## src/hw/rtl/lkv_pkg.sv

```systemverilog
`default_nettype none

package lkv_pkg;

   // sizes
   localparam int MAX_ENTRIES = 64;
   localparam int KEY_W       = 64;
   localparam int VALUE_W     = 64;
   localparam int CFG_W       = 7;
   localparam int STATUS_W    = 3;

   localparam int CNT_W      = $clog2(MAX_ENTRIES + 1);
   localparam int GRP_SIZE   = 8;
   localparam int GRP_W      = $clog2(GRP_SIZE);
   localparam int NUM_GROUPS = (MAX_ENTRIES + GRP_SIZE - 1) / GRP_SIZE;
   localparam int GIDX_W     = (NUM_GROUPS > 1) ? $clog2(NUM_GROUPS) : 1;
   localparam int HIT_W      = GIDX_W + GRP_W;
   localparam int CAP_W      = (CNT_W > CFG_W) ? CNT_W : CFG_W;
   localparam int CMP_W      = (HIT_W > CAP_W) ? HIT_W : CAP_W;

   localparam logic [CFG_W-1:0] CAP_RESET = CFG_W'(64);

   // operation codes
   localparam logic OP_INSERT = 1'b0;
   localparam logic OP_FIND   = 1'b1;

   // result codes
   localparam logic [STATUS_W-1:0] STATUS_INSERTED = 3'd0;
   localparam logic [STATUS_W-1:0] STATUS_EVICTED  = 3'd1;
   localparam logic [STATUS_W-1:0] STATUS_PRESENT  = 3'd2;
   localparam logic [STATUS_W-1:0] STATUS_HIT      = 3'd3;
   localparam logic [STATUS_W-1:0] STATUS_MISS     = 3'd4;

   // one entry as it moves along the chain
   typedef struct packed {
      logic               valid;
      logic [KEY_W-1:0]   key;
      logic [VALUE_W-1:0] value;
   } entry_type;

   // per-cycle control broadcast to every cell
   typedef struct packed {
      logic             shift_all;
      logic             shift_upto;
      logic             evict;
      logic [HIT_W-1:0] hit_idx;
      logic [CAP_W-1:0] evict_from;
   } cell_ctl_type;

   typedef enum logic [1:0] {
      ST_IDLE,
      ST_MATCH,
      ST_REDUCE,
      ST_UPDATE
   } ctrl_state_type;

endpackage

`default_nettype wire

```

## src/hw/rtl/lkv_cell.sv

```systemverilog
`default_nettype none

module lkv_cell (
   input  logic                            clock,
   input  logic                            reset,
   input  logic [lkv_pkg::HIT_W-1:0]       cell_idx,
   input  lkv_pkg::cell_ctl_type           ctl,
   input  lkv_pkg::entry_type              prev_entry,
   input  logic [lkv_pkg::KEY_W-1:0]       lookup_key,
   output lkv_pkg::entry_type              fwd_entry,
   output logic                            match,
   output logic                            occupied,
   output logic [lkv_pkg::VALUE_W-1:0]     value
);
   import lkv_pkg::*;

   logic               valid_ff;
   logic               valid_in;
   logic [KEY_W-1:0]   key_ff;
   logic [VALUE_W-1:0] value_ff;
   logic               take;
   logic               evicted;

   // take the neighbour's entry on a full shift, or up to the hit position
   assign take = ctl.shift_all || (ctl.shift_upto && (cell_idx <= ctl.hit_idx));

   // entries at or past the capacity edge are dropped as they move on
   assign evicted = ctl.evict && (CMP_W'(cell_idx) >= CMP_W'(ctl.evict_from));

   assign valid_in = take ? prev_entry.valid : valid_ff;

   always_ff @(posedge clock) begin
      if (reset) begin
         valid_ff <= 1'b0;
      end else begin
         valid_ff <= valid_in;
      end
   end

   // payload, no reset
   always_ff @(posedge clock) begin
      if (take) begin
         key_ff   <= prev_entry.key;
         value_ff <= prev_entry.value;
      end
   end

   // local key compare
   assign match    = valid_ff && (key_ff == lookup_key);
   assign occupied = valid_ff;
   assign value    = value_ff;

   assign fwd_entry.valid = valid_ff && !evicted;
   assign fwd_entry.key   = key_ff;
   assign fwd_entry.value = value_ff;

endmodule

`default_nettype wire

```

## config.mk

```make
export PLATFORM = sky130hd
export DESIGN_NAME = lkv_cell
export DESIGN_NICKNAME = d
export VERILOG_FILES = /design/src/hw/rtl/lkv_pkg.sv /design/src/hw/rtl/lkv_cell.sv
export SDC_FILE = /design/constraint.sdc
export NUM_CORES = 1
export LEC_CHECK = 0
export BUFFER_PORTS_ARGS = -buffer_cell sky130_fd_sc_hd__buf_4
export CAP_MARGIN = 10
export CORE_AREA = 5 5 156 158
export CTS_CLUSTER_SIZE = 10
export DETAILED_ROUTE_END_ITERATION = 16
export DIE_AREA = 0 0 161 163
export PLACE_DENSITY = 0.59
export SYNTH_ARGS = -nofsm -noshare
export SYNTH_HDL_FRONTEND = slang
export SYNTH_SLANG_ARGS = --single-unit
```

## constraint.sdc

```tcl
create_clock -name clock -period 7.4 [get_ports clock]
set_input_delay 2.22 -clock clock [delete_from_list [all_inputs] [get_ports clock]]
set_output_delay 2.22 -clock clock [all_outputs]
set_load 0.05 [all_outputs]
```

After elaboration in Yosys (flattened, before gate mapping) --
Cells that the tools add are included.
Operators by class: $lt $le $gt $ge 2, equality and inequality tests 1, reduce and logical (&&, ||, !) cells 6
Operators with widths (count):
- 64-bit equality test | 1
- 6-bit by 7-bit greater-or-equal comparator with 1-bit output | 1
- 6-bit <= comparator | 1
- 1-bit logical AND | 4
- 1-bit zero test | 1
- 1-bit logical OR | 1
Word-level totals: bits in registers 129, input port bits 217, output and inout port bits 195, word-level logic and storage cells 12

Longest topological paths before layout --
Gate-level depths: netlist of run 1.
depth in word-level cells 4, gate-level depth with buffers 7, mapped depth without buffers 7

Worst setup path before layout of run 1 --
OpenSTA, ideal clock, no wires.
path type input to register, start input port ctl[11] in the netlist's numbering, end register key_ff[0] (enable), library setup time 1129 ps, data arrival time 5033 ps, data required time 6271 ps, slack 1238 ps, stages on the path 5, path buffers 0, cell sequence inv_1 ha_1 and4_1 a41oi_1 nand2_1
Between the ends: longest elaborated chain between the ends 3
RTL lines:
- start: declaration | line lkv_cell.sv:7 | input lkv_pkg::cell_ctl_type ctl,
- 6-bit <= comparator | line lkv_cell.sv:25 | assign take = ctl.shift_all || (ctl.shift_upto && (cell_idx <= ctl.hit_idx));
- 1-bit logical AND | line lkv_cell.sv:25
- 1-bit logical OR | line lkv_cell.sv:25
- named net take | line lkv_cell.sv:21 | logic take;
- end signal: assignment | line lkv_cell.sv:43 | key_ff <= prev_entry.key;
- end: declaration | line lkv_cell.sv:19 | logic [KEY_W-1:0] key_ff;
The timed path passes the listed nets, and every way through them passes these cells. A chain may end at the register's enable or synchronous reset.

Final worst setup path of run 1 --
start input port lookup_key[59] in the netlist's numbering, end output port match
Between the ends: longest elaborated chain between the ends 2
RTL lines:
- start: declaration | line lkv_cell.sv:9 | input logic [lkv_pkg::KEY_W-1:0] lookup_key,
- 64-bit equality test | line lkv_cell.sv:49 | assign match = valid_ff && (key_ff == lookup_key);
- 1-bit logical AND | line lkv_cell.sv:49
- end: declaration | line lkv_cell.sv:11 | output logic match,
Every way passes these cells.

==> results.cfg, run 1 <==
[setup_path]
cpMostUsedCell = buf_4
cp_slowest_cell = nor4_1
end_kind = output port
rr_worst_depth = 2
timing.rr.end = occupied$_SDFFE_PP0P_
reg2reg_slack_ns = 6.72
critPathKind = in2out
worst_setup_path_start_kind = input pin
worstPathRequired_ns = 5.18
crit_path_max_incr_delay_ns = 0.89
crit_arrival_ns = 4.12
r2r-start = occupied$_SDFFE_PP0P_
crit_fanout = 1
path_cells = buf_4, xor2_1, nor4_1, nand4_1, nor4_2, buf_4

[detailed_routing]
drt-total-wl_um = 19150
drc_errors = 0
drt-pass1-iter-count = 4
ant_nets = 0
via_per_inst = 4.056
vias = 4129
drtIter0Drc = 218
wire_per_inst_um = 18.81

[final_layout]
nNetsFinal = 944
final_common_cell = buf_4
finalNonFillerCells = 1018
final_cell_mix = 412 x buf_4, 128 x edfxtp_1, 31 x inv_1
syn_to_final_growth_pct = 66.02
n_antenna_cell = 0
drive_above_1_share_pct = 61.68

[clocking]
cts_tree = yes
cts_resized = 0
h-tree-depth = 4
clk_path_buf_depth = 2
cts_buffers = 17
cts-root-buf = clkbuf_16
clkLatencyLatePin_ns = 0.41
cts_sinks = 129
clk_pin_slew_ns = 0.06
hold_buffers = 0
cts_setup_buffers = 0

[synthesis]
post_synth.cell_area_avg_um2 = 15.72
syn_inst = 347
ys_seq_elements = 129
synth_area_um2 = 5454
yosysUniqueCellTypes = 31
ys_seq_area_share_pct = 70.84
synth_warnings = 0
syn_nets = 576

[sta]
final_hold_viol_count = 0
hold-worst-slack_ns = 0.5518
skew_ns = 0
final.min_clock_period_ns = 6.341
rsz0062_at_grt = no
post-route-period-util_pct = 85.69
setup_violations = 0
relSlewSlack_pct = 30.12
worstMarginPinSlew_ns = 1.039
max_freq_mhz = 157.7
slew_viol_final = 0
tns_ns = 0

[grt]
grt_start_max_net_pins = 76
antenna_found_initial = 0
grt_pass1_wl_um = 26990
track_usage_pct = 13.88
grt_overflow = 0
grt_pass1_vias = 4494

[pwr]
clkPwrFrac_pct = 31.8
cellPowerDensity_nw_per_um2 = 298.4
pwr-share-comb_pct = 32.2
switching_share_pct = 37.49
ir_worst_vdd_mv = 0.1348
p_sw_w = 0.001013
internal_power_w = 0.001689
total_power_w = 0.002702
cellLeakagePower_nw = 4.070
p_seq_share_pct = 36.1

[floorplanning]
die_x_um = 161
die_h_um = 163
die_area_um2 = 26240
initial_utilization_pct = 23.73
core_um2 = 22980
ios = 412
row_count = 56

[hold_path]
worstHoldPathType = reg2reg
hold_end = occupied$_SDFFE_PP0P_
hold_depth = 2
hold_path_startpoint = occupied$_SDFFE_PP0P_

[placement]
globalplace.congestion = 0.8125
port-buffer-count = 411
place_hpwl_um = 15940
placedCellCount = 986

[run_status]
outcome = complete, no violations

[flow_run]
maxCapViolCount = 0
-- cells by family (layout without fill, tap and decap cells) --
group,count (synthesis),count (layout),share of synthesized area [%]
AOI/OAI and AO/OA,28,28,3.625
xor gates and xnor gates,44,44,7.066
adders and majority gates,12,12,2.753
buffers and inverters,96,477,11.01
DFF,129,129,70.84
muxes,1,1,0.1835
and+or+nand+nor,37,37,4.519
-- worst max-delay path by stage --
stage	cells after the start	start	end	slack, ns
after global routing	6	lookup_key[59]	match	0.95
final	6	lookup_key[59]	match	1.06
after global placement	6	lookup_key[59]	match	0.95
after floorplan	5	ctl[11]	key_ff[0]$_DFFE_PP_	1.24
after CTS	6	lookup_key[59]	match	0.97
after detailed placement	6	lookup_key[59]	match	0.97
-- stage by stage --
stage	util [%]	instance area (um2)	worst slack (ns)
global placement	36.80	8457	0.9507
detailed placement	36.80	8457	0.9697
floorplan	-	5454	1.238
CTS	39.40	9055	0.9655
finish	39.40	9055	1.059
global route	39.40	9055	0.9525
-- cell usage after synthesis --
library cell  instances  share of area (%)
o2111ai_1             2               0.32
mux2i_1               1               0.18
nand3_1               3               0.28
o22ai_1               7               0.80
a21oi_1               4               0.37
a2111oi_0             1               0.16
a222oi_1              1               0.18
o21ai_0               3               0.28
nor4_2                2               0.46
o2bb2ai_1             2               0.32
ha_1                 12                2.8
buf_4                64                8.8
nand2_1               4               0.28
and4_1                1               0.16
xor2_1               17                2.7
nor2b_1               3               0.34
inv_1                31                2.1
a22oi_1               2               0.28
nor3_1                1              0.092
a221oi_1              2               0.32
edfxtp_1            128                 70
nor4_4                1               0.39
a21o_1                2               0.28
a41oi_1               2               0.32
and3_1                1               0.11
nor4_1                5               0.57
dfxtp_1               1               0.37
inv_2                 1              0.069
nand2b_1              7               0.80
nand4_1               9                1.0
xnor2_1              27                4.3
-- flip-flops by register name, indices dropped and copies added (netlist names) --
signal and flops:
value 64, key_ff 64, occupied 1
-- worst max-delay path, delay by kind of cell --
| kind | cells | cell delay (ns) |
|---|---|---|
| XOR/XNOR | 1 | 0.15 |
| buffers and inverters | 2 | 0.35 |
| AND/OR/NAND/NOR | 3 | 1.39 |
-- power by group through the flow --
stage	registers [W]	logic [W]	clock network (W)
after global routing	0.000987	0.000900	0.000925
after global placement	0.000991	0.000876	0
after detailed placement	0.000991	0.000878	0
final	0.000975	0.000869	0.000858
after CTS	0.000978	0.000879	0.000886
after floorplan	0.00129	0.000292	0
-- layer usage --
metal	GRT usage [%]	up-vias	share of wire, %	routed length (um)
met5	0	-	0	0
met4	4.149	0	1.4	267
met3	6.505	18	9.7	1851
met2	23.89	215	52	10010
met1	15.39	1960	37	7017
li1	-	1936	-	-
-- layout make-up --
type / instances / area (um2)
Multi-Input combinational cell: 122 / 997.2
Fill cell: 2220 / 13930
Inverter: 32 / 120.1
Clock buffer: 17 / 425.4
Sequential cell: 129 / 3864
Tap cell: 290 / 362.8
Timing Repair Buffer: 413 / 3113
Clock inverter: 15 / 172.7
No activity file was read; power rests on OpenSTA's default activity.
==> inputs of run 2 (changes only) <==
==> constraint.sdc (replaced) <==
create_clock -name clock -period 7.4 [get_ports clock]
set_input_delay 0.74 -clock clock [delete_from_list [all_inputs] [get_ports clock]]
set_output_delay 0.74 -clock clock [all_outputs]
set_load 0.05 [all_outputs]
==> results.cfg, run 2 (synthesis gave the netlist of run 1 again) <==
[final_layout]
final_cell_mix = 413 x buf_4, 128 x edfxtp_1, 31 x inv_1
multi_input_area_um2 = 997.2
fillers = 2221
nNetsFinal = 944
finalNonFillerCells = 1018
final_common_cell = buf_4
syn_to_final_growth_pct = 64.95
drive_above_1_share_pct = 61.68
n_antenna_cell = 0
regArea_um2 = 3864

[sta]
final_hold_viol_count = 0
rsz0062_at_grt = no
max_freq_mhz = 293.4
setup_violations = 0
skew_ns = 0
relSlewSlack_pct = 41.11
worstMarginPinSlew_ns = 0.8833
final.min_clock_period_ns = 3.408
layout_setup_ws_ns = 3.992
tns_ns = 0
slew_viol_final = 0
post-route-period-util_pct = 46.05

[detailed_routing]
drt-pass1-iter-count = 4
vias = 4010
drt-total-wl_um = 18930
drtIter0Drc = 151
via_per_inst = 3.939
ant_nets = 0
wire_per_inst_um = 18.59
drc_errors = 0

[hold_path]
hold_depth = 1
hold_end = value[47]$_DFFE_PP_
hold_path_startpoint = prev_entry[47]
worstHoldPathType = in2reg

[grt]
grt_pass1_wl_um = 26700
track_usage_pct = 13.72
grt_pass1_vias = 4476
grt_start_max_net_pins = 68
grt_overflow = 0
antenna_found_initial = 0

[pwr]
ir_worst_vdd_mv = 0.1488
total_power_w = 0.002633
cellPowerDensity_nw_per_um2 = 292.7
cellLeakagePower_nw = 4.032

[clocking]
cts_resized = 0
cts_setup_buffers = 0
clkLatencyLatePin_ns = 0.40
clk_path_buf_depth = 2
clk_pin_slew_ns = 0.07
cts-root-buf = clkbuf_16
cts_buffers = 17
hold_buffers = 0
h-tree-depth = 4
cts_sinks = 129
cts_tree = yes

[setup_path]
timing.rr.end = occupied$_SDFFE_PP0P_
worstPathRequired_ns = 6.66
crit_family = compound AO/OA/AOI/OAI gates
critPathKind = reg2out
worst_setup_path_start_kind = flop
rr_worst_depth = 2
crit_fanout = 3
path_cells = nand2b_1, o2111ai_1, a2111oi_0, nand4_1, nor4_2, buf_4
cp_slowest_cell = a2111oi_0
crit_path_max_incr_delay_ns = 0.68
end_kind = output port
r2r-start = occupied$_SDFFE_PP0P_
worst-path-buf-inv = 1
reg2reg_slack_ns = 6.69
crit_arrival_ns = 2.67
cp-startpoint = key_ff[43]$_DFFE_PP_

[floorplanning]
die_x_um = 161
initial_utilization_pct = 23.73
core_um2 = 22980
die_area_um2 = 26240
die_h_um = 163
ios = 412
row_count = 56

[placement]
port-buffer-count = 411
place_hpwl_um = 15850
placedCellCount = 986
globalplace.congestion = 0.8022
place_ws_ns = 3.766

[run_status]
outcome = complete, no violations

[flow_run]
maxCapViolCount = 0
## run 2: how the worst max path moves through the flow
stage | to | slack, ns | depth (start not counted)
global placement | match | 3.79 | 7
CTS | match | 3.73 | 6
global route | match | 3.66 | 6
detailed placement | match | 3.77 | 7
floorplan | key_ff[0]$_DFFE_PP_ | 2.72 | 5
finish | match | 3.99 | 6
## run 2: area by class of cell
type                            count  share of cell area, %
Tap cell                          290                  4.033
Timing Repair Buffer              413                  34.46
Clock inverter                     14                  1.363
Clock buffer                       18                  4.771
Multi-Input combinational cell    122                  11.08
Sequential cell                   129                  42.95
Inverter                           32                  1.335
## run 2: layer usage
layer  vias to the layer above  global-route usage, %  part of all wire, %
li1                       1936                      -                    -
met1                      1854                  15.28                   38
met2                       211                  24.12                   52
met3                         9                  5.923                  9.2
met4                         0                  3.722                  1.1
met5                         -                      0                    0
## run 2: worst register-to-register path: stages (launching register included)
cell and delay [ns]:
dfxtp_1 0.42, nand2b_1 0.09, mux2i_1 0.12
## run 2: stage by stage
| step | area (um2) | hold slack [ns] | util (%) |
|---|---|---|---|
| floorplan | 5454 | 0.7110 | - |
| global placement | 8444 | 0.5687 | 36.74 |
| detailed placement | 8444 | 0.5634 | 36.74 |
| CTS | 8996 | 0.4729 | 39.14 |
| global route | 8996 | 0.4692 | 39.14 |
| finish | 8996 | 0.4991 | 39.14 |
## run 2: power breakdown
group / internal (W) / switching, W
Combinational: 0.000270 / 0.000597
Clock: 0.000440 / 0.000352
Sequential: 0.000910 / 0.0000631
Total: 0.00162 / 0.00101
==> inputs of run 3 (changes only) <==
ABC_AREA = 1   (was unset)
PLACE_DENSITY = 0.61   (was 0.59)
clock period = 3.4 ns   (was 7.4 ns; I/O delays follow)
==> results.cfg, run 3 <==
[setup_path]
timing.rr.end = occupied$_SDFFE_PP0P_
critPathKind = reg2out
end_kind = output port
r2r-start = occupied$_SDFFE_PP0P_
crit_path_max_incr_delay_ns = 0.41
crit_family = simple AND/OR/NAND/NOR gates
crit_fanout = 3
worst-path-buf-inv = 1
path_cells = nand2_1, o21ai_0, nor2_1, nand2_1, nor2_1, nand3_1, nor2_2, buf_4
worstPathRequired_ns = 3.06
rr_worst_depth = 4
reg2reg_slack_ns = 2.71
cp_slowest_cell = edfxtp_1
worst_setup_path_start_kind = flop
crit_arrival_ns = 1.91

[pwr]
cellPowerDensity_nw_per_um2 = 622.5
cellLeakagePower_nw = 4.614
ir_worst_vdd_mv = 0.3014

[synthesis]
yosys-top-cells-area = edfxtp_1 66%, buf_4 8.3%, nand2_1 8.3%
yosysUniqueCellTypes = 19
synth_warnings = 0
synth_top_area_cell = edfxtp_1
post_synth.cell_area_avg_um2 = 11.30
synth-xor-area-share_pct = 2.714
yosys.area_share.simple_pct = 11.91
synth_edf_count = 128
muxShareOfSynthArea_pct = 0
synth_top_family_by_area = buffers and inverters
syn_inst = 514
ys_seq_area_share_pct = 66.52
synth_area_um2 = 5808
synth_top_cell_area_share_pct = 66.18
synth_compound_area_share_pct = 2.434
yosys.area_share.adder_pct = 2.585
synth_common_cells = 128 x edfxtp_1, 128 x nand2_1, 86 x inv_1
async_reset_ff_share_pct = 0
synth-main-ff-cell = edfxtp_1
ys_seq_elements = 129
syn_nets = 743

[hold_path]
worstHoldPathType = in2reg
hold_depth = 1
hold_path_startpoint = prev_entry[9]
hold_end = value[9]$_DFFE_PP_

[detailed_routing]
ant_nets = 0
drc_errors = 0
wire_per_inst_um = 17.21
drt-total-wl_um = 20420
vias = 4678
via_per_inst = 3.944
drt-pass1-iter-count = 4
drtIter0Drc = 210

[clocking]
cts_tree = yes
cts_buffers = 17
cts_setup_buffers = 0
hold_buffers = 0
cts_resized = 0
cts-root-buf = clkbuf_16
clk_path_buf_depth = 2
clkLatencyLatePin_ns = 0.40
cts_sinks = 129
clk_pin_slew_ns = 0.07
h-tree-depth = 4

[sta]
layout_setup_ws_ns = 1.147
rsz0062_at_grt = no
post-route-period-util_pct = 66.26
setup_violations = 0
worstMarginPinSlew_ns = 0.5283
slew_viol_final = 0
skew_ns = 0
max_freq_mhz = 443.9
final.min_clock_period_ns = 2.253
hold-worst-slack_ns = 0.09984
final_hold_viol_count = 0
tns_ns = 0
relSlewSlack_pct = 64.78

[grt]
met2_usage_pct = 25.65
use_met1_pct = 17.07
gr-usage-met3_pct = 5.923
grt_pass1_vias = 4822
antenna_found_initial = 2
grt_start_max_net_pins = 63
grt_overflow = 0
busiest_layer = met2
grt_pass1_wl_um = 28570
track_usage_pct = 14.78

[final_layout]
final_cell_mix = 413 x buf_4, 128 x edfxtp_1, 127 x nand2_1
nNetsFinal = 1112
fillers = 2267
n_antenna_cell = 0
drive_above_1_share_pct = 49.89
syn_to_final_growth_pct = 61.91
final_common_cell = buf_4

[run_status]
outcome = complete, no violations

[floorplanning]
ios = 412
die_h_um = 163
die_area_um2 = 26240
die_x_um = 161
initial_utilization_pct = 25.27
row_count = 56
core_um2 = 22980

[placement]
place_ws_ns = 0.9942
place_hpwl_um = 17330
globalplace.congestion = 0.7947
port-buffer-count = 411

[flow_run]
maxCapViolCount = 0
-- run 3: how the worst max path moves through the flow --
stage	to	depth (start not counted)	slack, ns	from
4_1_cts	match	8	1.05	key_ff[19]$_DFFE_PP_
2_1_floorplan	key_ff[0]$_DFFE_PP_	8	0.40	ctl[12]
3_3_place_gp	key_ff[15]$_DFFE_PP_	9	1.03	cell_idx[5]
5_1_grt	match	11	0.87	key_ff[49]$_DFFE_PP_
3_5_place_dp	key_ff[15]$_DFFE_PP_	9	0.99	cell_idx[5]
6_report	match	8	1.15	key_ff[43]$_DFFE_PP_
-- run 3: routing by layer --
| metal | part of all wire (%) | wire length [um] |
|---|---|---|
| met1 | 39 | 7896 |
| met2 | 51 | 10470 |
| met3 | 8.8 | 1791 |
| met4 | 1.2 | 243 |
| met5 | 0.064 | 13 |
-- run 3: layout make-up --
cell class | count | area, um2 | share of cell area, %
well taps | 290 | 362.8 | 3.858
clock buffers | 17 | 425.4 | 4.524
flip-flops and latches | 129 | 3864 | 41.09
repair buffers | 414 | 3120 | 33.18
multi-input cells | 235 | 1157 | 12.31
clock inverters | 15 | 151.4 | 1.610
inverters | 86 | 322.8 | 3.433
-- run 3: report_power, final --
part | switching [W] | internal (W)
clock | 0.000768 | 0.00103
sequential | 0.000140 | 0.00198
combinational | 0.00134 | 0.000594
-- run 3: cell families (layout without fill, tap and decap cells) --
family | after synthesis | after routing
AND/OR/NAND/NOR | 180 | 180
adder cells (fa/ha/maj) | 12 | 12
buffers and inverters | 150 | 532
AO/OA/AOI/OAI | 25 | 25
flip-flops | 129 | 129
XOR/XNOR | 18 | 18
-- run 3: metrics by stage --
step	utilization, %	instances	total power [W]	instance area (um2)
after CTS	40.92	1186	0.005926	9404
final	40.92	1186	0.005854	9404
after detailed placement	38.41	1154	0.004106	8827
after global placement	38.41	1154	0.004096	8827
after floorplan	-	514	0.003454	5811
after global routing	40.92	1186	0.006095	9404
